**src/ccin_pkg.sv**
```systemverilog
`timescale 1ns / 1ps
`default_nettype none

package ccin_pkg;

  // Field widths
  localparam int unsigned SampleW  = 16;
  localparam int unsigned ProdW    = 32;
  localparam int unsigned ShiftW   = 4;
  localparam int unsigned CfgIdxW  = 1;
  localparam int unsigned DivSteps = ProdW;

  // Search depth default
  localparam int unsigned ShiftTriesDefault = 15;

  // Configuration register indexes
  localparam logic [CfgIdxW-1:0] CFG_REF_ANGLE_REAL = 1'b0;
  localparam logic [CfgIdxW-1:0] CFG_REF_ANGLE_IMAG = 1'b1;

  // Reset values of the reference angle
  localparam logic [SampleW-1:0] RefAngleRealRst = 16'sd16384;
  localparam logic [SampleW-1:0] RefAngleImagRst = 16'sd0;

  // Input beat
  typedef struct packed {
    logic signed [SampleW-1:0] chan_real;
    logic signed [SampleW-1:0] chan_imag;
  } chan_beat_t;

  // Result beat
  typedef struct packed {
    logic signed [SampleW-1:0] inv_real;
    logic signed [SampleW-1:0] inv_imag;
    logic [ShiftW-1:0]         norm_shift;
    logic                      not_found;
  } inv_beat_t;

  // Sequencer states
  typedef enum logic [2:0] {
    ST_IDLE,
    ST_MAC,
    ST_SEARCH,
    ST_DIV_RE,
    ST_DIV_IM
  } ccin_state_e;

  // Unsigned magnitude of a 32-bit two's-complement pattern
  function automatic logic [ProdW-1:0] mag32(input logic [ProdW-1:0] v);
    mag32 = v[ProdW-1] ? (~v + 1'b1) : v;
  endfunction

endpackage

`default_nettype wire

```
**src/ccin_div.sv**
```systemverilog
`timescale 1ns / 1ps
`default_nettype none

// Bit-serial restoring divider: signed 32-bit truncating quotient, low 16 bits.
// A zero divisor gives zero. One quotient bit per cycle.
module ccin_div import ccin_pkg::*; (
  input  wire logic               clk_i,
  input  wire logic               rst_ni,
  input  wire logic               start_i,
  input  wire logic [ProdW-1:0]   num_i,
  input  wire logic [ProdW-1:0]   den_i,
  output logic                    done_o,
  output logic [SampleW-1:0]      quo_o
);

  localparam int unsigned CntW = $clog2(DivSteps + 1);

  logic             busy_q, busy_d;
  logic             done_q, done_d;
  logic [CntW-1:0]  cnt_q, cnt_d;
  logic [ProdW-1:0] rem_q, rem_d;
  logic [ProdW-1:0] quo_q, quo_d;
  logic [ProdW-1:0] den_q, den_d;
  logic             neg_q, neg_d;
  logic             zero_q, zero_d;

  logic [ProdW:0]   trial;
  logic             fits;

  // One restoring step
  assign trial = {rem_q, quo_q[ProdW-1]};
  assign fits  = trial >= {1'b0, den_q};

  always_comb begin
    busy_d = busy_q;
    done_d = 1'b0;
    cnt_d  = cnt_q;
    rem_d  = rem_q;
    quo_d  = quo_q;
    den_d  = den_q;
    neg_d  = neg_q;
    zero_d = zero_q;
    if (start_i) begin
      busy_d = 1'b1;
      cnt_d  = CntW'(DivSteps);
      rem_d  = '0;
      quo_d  = mag32(num_i);
      den_d  = mag32(den_i);
      neg_d  = num_i[ProdW-1] ^ den_i[ProdW-1];
      zero_d = (den_i == '0);
    end else if (busy_q) begin
      rem_d = fits ? ProdW'(trial - {1'b0, den_q}) : trial[ProdW-1:0];
      quo_d = {quo_q[ProdW-2:0], fits};
      cnt_d = cnt_q - 1'b1;
      if (cnt_q == CntW'(1)) begin
        busy_d = 1'b0;
        done_d = 1'b1;
      end
    end
  end

  // Control state
  always_ff @(posedge clk_i or negedge rst_ni) begin
    if (!rst_ni) begin
      busy_q <= 1'b0;
      done_q <= 1'b0;
      cnt_q  <= '0;
    end else begin
      busy_q <= busy_d;
      done_q <= done_d;
      cnt_q  <= cnt_d;
    end
  end

  // Operands
  always_ff @(posedge clk_i) begin
    rem_q  <= rem_d;
    quo_q  <= quo_d;
    den_q  <= den_d;
    neg_q  <= neg_d;
    zero_q <= zero_d;
  end

  // Sign and zero-divisor fix-up on the low half
  always_comb begin
    if (zero_q) begin
      quo_o = '0;
    end else if (neg_q) begin
      quo_o = ~quo_q[SampleW-1:0] + 1'b1;
    end else begin
      quo_o = quo_q[SampleW-1:0];
    end
  end

  assign done_o = done_q;

endmodule

`default_nettype wire

```
**src/complex_channel_inverse_normalized.sv**
```systemverilog
`timescale 1ns / 1ps
`default_nettype none

// Normalized inverse of a Q15 complex channel gain: returns ref_angle / gain in
// Q15 plus a normalization shift. A beat is taken when start is high and busy
// is low; busy stays high until the result strobe. Each item runs a
// multiply-accumulate pass on a single 16x16 multiplier, then tries one shift
// after another (1 to SHIFT_TRIES of them), then makes two passes of the
// bit-serial divider when a shift qualifies. The result is on inv_o for exactly
// one cycle with result_valid_o high; the receiver cannot stall it and must take
// it then. The reference angle registers are written through the cfg port; the
// user must do so only while idle, which the block itself does not enforce.
module complex_channel_inverse_normalized import ccin_pkg::*; #(
  parameter int unsigned SHIFT_TRIES = ShiftTriesDefault
) (
  input  wire logic               clk_i,
  input  wire logic               rst_ni,
  input  wire logic               start,
  output logic                    busy,
  input  wire chan_beat_t         chan_i,
  output logic                    result_valid_o,
  output inv_beat_t               inv_o,
  input  wire logic               cfg_we_i,
  input  wire logic [CfgIdxW-1:0] cfg_idx_i,
  input  wire logic [SampleW-1:0] cfg_data_i
);

  localparam int unsigned SW = $clog2(SHIFT_TRIES);

  ccin_state_e state_q, state_d;

  logic signed [SampleW-1:0] ang_re_q, ang_im_q;
  logic signed [SampleW-1:0] cr_q, ci_q;
  logic [2:0]                k_q;
  logic [SW-1:0]             s_q;
  logic [ProdW-1:0]          z0_q, z1_q, z2_q;
  logic [ProdW-1:0]          den_q;
  logic                      valid_q;
  inv_beat_t                 res_q;

  logic signed [SampleW-1:0] op_a, op_b;
  logic signed [ProdW-1:0]   prod;
  logic [ProdW-1:0]          m2, den_now;
  logic                      found, last_try, mac_last;
  logic                      div_start, div_done;
  logic [ProdW-1:0]          div_num, div_den;
  logic [SampleW-1:0]        div_quo;

  // Configuration registers
  always_ff @(posedge clk_i or negedge rst_ni) begin
    if (!rst_ni) begin
      ang_re_q <= RefAngleRealRst;
      ang_im_q <= RefAngleImagRst;
    end else if (cfg_we_i) begin
      unique case (cfg_idx_i)
        CFG_REF_ANGLE_REAL: ang_re_q <= cfg_data_i;
        CFG_REF_ANGLE_IMAG: ang_im_q <= cfg_data_i;
        default:            ;
      endcase
    end
  end

  // Shared multiplier operand select: P2 = cr*cr + ci*ci, P0 = ar*cr + ai*ci,
  // P1 = ai*cr - ar*ci. Shifting the gain by s scales P0, P1 by 2^s, P2 by 4^s.
  always_comb begin
    unique case (k_q)
      3'd0:    begin op_a = cr_q;     op_b = cr_q; end
      3'd1:    begin op_a = ci_q;     op_b = ci_q; end
      3'd2:    begin op_a = ang_re_q; op_b = cr_q; end
      3'd3:    begin op_a = ang_im_q; op_b = ci_q; end
      3'd4:    begin op_a = ang_im_q; op_b = cr_q; end
      default: begin op_a = ang_re_q; op_b = ci_q; end
    endcase
  end

  assign prod = op_a * op_b;

  // Search compare
  assign m2       = mag32(z2_q);
  assign found    = (mag32(z0_q) < m2) && (mag32(z1_q) < m2);
  assign last_try = (s_q == SW'(SHIFT_TRIES - 1));
  assign mac_last = (k_q == 3'd5);
  assign den_now  = ProdW'($signed(z2_q) >>> 15);

  // Next state
  always_comb begin
    state_d = state_q;
    unique case (state_q)
      ST_IDLE:   if (start) state_d = ST_MAC;
      ST_MAC:    if (mac_last) state_d = ST_SEARCH;
      ST_SEARCH: begin
        if (found) begin
          state_d = ST_DIV_RE;
        end else if (last_try) begin
          state_d = ST_IDLE;
        end
      end
      ST_DIV_RE: if (div_done) state_d = ST_DIV_IM;
      ST_DIV_IM: if (div_done) state_d = ST_IDLE;
      default:   state_d = ST_IDLE;
    endcase
  end

  // Control outputs
  always_comb begin
    div_start = 1'b0;
    div_num   = z0_q;
    div_den   = den_now;
    unique case (state_q)
      ST_SEARCH: begin
        div_start = found;
      end
      ST_DIV_RE: begin
        div_start = div_done;
        div_num   = z1_q;
        div_den   = den_q;
      end
      default: ;
    endcase
  end

  assign busy = (state_q != ST_IDLE);

  always_ff @(posedge clk_i or negedge rst_ni) begin
    if (!rst_ni) begin
      state_q <= ST_IDLE;
      valid_q <= 1'b0;
      k_q     <= '0;
      s_q     <= '0;
    end else begin
      state_q <= state_d;
      valid_q <= ((state_q == ST_SEARCH) && !found && last_try) ||
                 ((state_q == ST_DIV_IM) && div_done);
      if (state_q == ST_IDLE) begin
        k_q <= '0;
        s_q <= '0;
      end else if (state_q == ST_MAC) begin
        k_q <= k_q + 1'b1;
      end else if (state_q == ST_SEARCH && !found && !last_try) begin
        s_q <= s_q + 1'b1;
      end
    end
  end

  // Datapath
  always_ff @(posedge clk_i) begin
    if (state_q == ST_IDLE && start) begin
      cr_q <= chan_i.chan_real;
      ci_q <= chan_i.chan_imag;
    end
    unique case (state_q)
      ST_MAC: begin
        unique case (k_q)
          3'd0:    z2_q <= prod;
          3'd1:    z2_q <= z2_q + prod;
          3'd2:    z0_q <= prod;
          3'd3:    z0_q <= z0_q + prod;
          3'd4:    z1_q <= prod;
          default: z1_q <= z1_q - prod;
        endcase
      end
      ST_SEARCH: begin
        if (found) begin
          den_q          <= den_now;
          res_q.not_found  <= 1'b0;
          res_q.norm_shift <= (s_q == '0) ? '0 : ShiftW'(s_q - 1'b1);
        end else if (last_try) begin
          res_q <= '{inv_real: '0, inv_imag: '0, norm_shift: '0, not_found: 1'b1};
        end else begin
          z0_q <= {z0_q[ProdW-2:0], 1'b0};
          z1_q <= {z1_q[ProdW-2:0], 1'b0};
          z2_q <= {z2_q[ProdW-3:0], 2'b00};
        end
      end
      ST_DIV_RE: if (div_done) res_q.inv_real <= div_quo;
      ST_DIV_IM: if (div_done) res_q.inv_imag <= div_quo;
      default: ;
    endcase
  end

  ccin_div u_div (
    .clk_i   (clk_i),
    .rst_ni  (rst_ni),
    .start_i (div_start),
    .num_i   (div_num),
    .den_i   (div_den),
    .done_o  (div_done),
    .quo_o   (div_quo)
  );

  assign result_valid_o = valid_q;
  assign inv_o          = res_q;

endmodule

`default_nettype wire

```
**config.mk**
```make
export PLATFORM = sky130hd
export DESIGN_NAME = complex_channel_inverse_normalized
export DESIGN_NICKNAME = d
export VERILOG_FILES = /design/src/ccin_pkg.sv /design/src/ccin_div.sv /design/src/complex_channel_inverse_normalized.sv
export SDC_FILE = /design/constraint.sdc
export NUM_CORES = 2
export LEC_CHECK = 0
export CORE_UTILIZATION = 60
export CTS_BUF_LIST = sky130_fd_sc_hd__clkbuf_16
export DETAILED_ROUTE_END_ITERATION = 6
export DONT_BUFFER_PORTS = 1
export PLACE_DENSITY = 0.76
export SLEW_MARGIN = 15
export SYNTH_ARGS = -nofsm -noshare
export SYNTH_HDL_FRONTEND = slang
export SYNTH_SLANG_ARGS = --single-unit
```
**constraint.sdc**
```tcl
create_clock -name clk_i -period 14.5 [get_ports clk_i]
set_clock_uncertainty 0.05 [all_clocks]
set_input_delay 2.9 -clock clk_i [delete_from_list [all_inputs] [get_ports clk_i]]
set_output_delay 2.9 -clock clk_i [all_outputs]
set_load 0.02 [all_outputs]
```
==> impl_metrics.tcl <==
set metrics [dict create \
    place.gp.congestion 0.998 \
    busiest_layer "met2" \
    period_minus_slack_ps 11980 \
    crit_slowest_cell "a21oi_1" \
    syn_avg_cell_area_um2 8.98 \
    wl_um 93400 \
    die_area_um2 59800 \
    crit_top_cell "fa_1" \
    hold_path_class "reg2reg" \
    vias 28800 \
    holdBufCountCts 0 \
    endpoint_kind "flop" \
    crit_buf_inv 5 \
    port_buffers 0 \
    ys_ff_latch 331 \
    synth_edf_count 248 \
    finalSetupTns_ps 0 \
    cts_resized 0 \
    hpwl_um 73300 \
    fp.coreArea_um2 57900 \
    use_met3_pct 5.97 \
    antenna_found_initial 1 \
    insertion_delay_ps 590 \
    yosys.area.top_type "edfxtp_1" \
    ant_nets 0 \
    worstMarginPinSlew_ps 1180 \
    grt_pass1_wl_um 148000 \
    num_rows 88 \
    ys_warn_count 0 \
    overflow 0 \
    clkTransAtPathRegs_ps 60 \
    drc 0 \
    grt_max_degree 92 \
    slowest_delay_ps 880 \
    area_delta_synth_final_pct 6.30 \
    synth.most_common_cell "inv_1" \
    post_cts_buffers 0 \
    syn-instance-count 3931 \
    met1_usage_pct 44.9 \
    grt_pass1_vias 27000 \
    ys.flop_type "edfxtp_1" \
    critPathMaxFanout 31 \
    cts_tree "done" \
    drtPass1Iterations 7 \
    finalHoldViolations 0 \
    startpoint_type "flop" \
    die_y_um 245 \
    yosys.cell_types.count 97 \
    htree_levels 2 \
    fmax_ghz 0.0835 \
    grt_use_total_pct 31.1 \
    clockBufferDepth 3 \
    cts_sinks 331 \
    cts_root_buffer "clkbuf_16" \
    wire_per_inst_um 20.0 \
    syn_area_um2 35300 \
    yosysSeqAreaShare_pct 26.5 \
    antenna_cells 0 \
    rsz0062_at_grt "false" \
    synthArstFlopShare_pct 15.4 \
    final_layout_size_suffix_gt1_share_pct 5.29 \
    ios 92 \
    setup_viol_count_final 0 \
    maxCapViolCount 0 \
    run_status "finished clean" \
    ys_top_cells_by_count "inv_1 (460), nor2_1 (386), nand2_1 (374), ha_1 (282), fa_1 (266)" \
    worstSetupPathType "reg2reg" \
    grt_util_met2_pct 47.3 \
    start_util_pct 60.9 \
    die-width_um 245 \
    synth_top_area_share_pct 21.1 \
    finalNetCount 4484 \
    fin_crit_sh_pct 82.6 \
    yosys-top-cells-area "edfxtp_1 (21%), fa_1 (15%), ha_1 (10%)" \
    drt_first_iter_violations 2962 \
    crit_family "adder cells" \
    slew_headroom_pct 19.3 \
    cp.required_ps 14780 \
    worstPathArrival_ps 12250 \
    maxSlewViolCount 0 \
    cts_buffers 40 \
    vias_per_cell 6.15 \
]
cell families after synthesis:
family                     synth area share [%]
other                                    0.0106
and+or+nand+nor                            14.6
AOI/OAI and AO/OA                          16.2
xor gates and xnor gates                   7.11
buffers and inverters                      6.50
adders and majority gates                  25.1
DFF                                        26.5
muxes                                      3.90
registers in the layout, indices dropped and copies added, names as in the netlist:
register        count
u_div.done_o        1
s_q                 4
u_div.neg_q         1
den_q              17
z1_q               32
state_q             3
u_div.quo_q        32
cr_q               16
ang_re_q           16
u_div.den_q        32
z0_q               32
k_q                 3
ang_im_q           16
z2_q               32
u_div.cnt_q         6
ci_q               16
u_div.rem_q        32
result_valid_o      1
inv_o              37
u_div.busy_q        1
u_div.zero_q        1
cell type report:
type | instances | area [µm²]
fillers | 4849 | 20400
inverters | 462 | 1730
clock buffers | 40 | 1000
well taps | 765 | 957
repair buffers | 42 | 315
clock inverters | 34 | 375
flip-flops and latches | 331 | 9370
multi-input cells | 3006 | 23800
stage by stage:
step	instance area (µm²)	setup slack, ps	hold WS [ps]	utilization [%]	cells
2_1_floorplan	35300	4340	405	-	3945
3_3_place_gp	36100	3040	423	62.4	4606
3_5_place_dp	36100	2830	428	62.4	4606
4_1_cts	37500	2830	437	64.8	4680
5_1_grt	37500	1830	458	64.8	4680
6_report	37500	2520	445	64.8	4680
routing by layer:
layer,vias up,wire (µm)
met2,1186,41800
met4,2,2480
li1,13500,-
met3,137,7820
met5,-,10
met1,14000,41300
worst register-to-register path, delay by kind of cell (launching register included):
family / cells / cell delay, ps
compound gates: 13 / 4000
xor+xnor: 1 / 400
buf+inv: 5 / 610
flops: 1 / 460
fa+ha+maj: 9 / 4010
simple gates: 9 / 2230
placed cells by master, fill, tap and decap left out, types with 35 or more instances in the layout:
cell	count
a31oi_1	41
inv_1	469
clkbuf_16	40
nor3_1	80
fa_1	266
dfrtp_1	49
xor2_1	95
ha_1	281
nand2_1	374
a21o_1	110
mux2_2	45
nor2_1	385
mux2i_1	85
buf_4	42
a21oi_1	241
edfxtp_1	248
nand2b_1	39
xnor2_1	186
a211oi_1	35
o21ai_0	213
o31ai_1	45
nand3_1	54
final timing paths:
kind / to / cells after the start / startpoint / slack (ps)
worst max-delay path: z1_q[30]$_DFFE_PP_ / 37 / k_q[0]$_DFFE_PN0P_ / 2520
worst min-delay path: u_div.rem_q[11]$_SDFFE_PP0P_ / 2 / u_div.rem_q[11]$_SDFFE_PP0P_ / 450
min in group asynchronous: ang_re_q[5]$_DFFE_PN0P_ / 0 / rst_ni / 1970
worst min register to register: u_div.rem_q[11]$_SDFFE_PP0P_ / 2 / u_div.rem_q[11]$_SDFFE_PP0P_ / 450
max in group asynchronous: ang_re_q[14]$_DFFE_PN1P_ / 0 / rst_ni / 12240
worst max register to register: z1_q[30]$_DFFE_PP_ / 37 / k_q[0]$_DFFE_PN0P_ / 2520
Power is left out: the tool's default activity adds up to more than one toggle a clock period on the data nets, which glitch-free logic cannot reach.
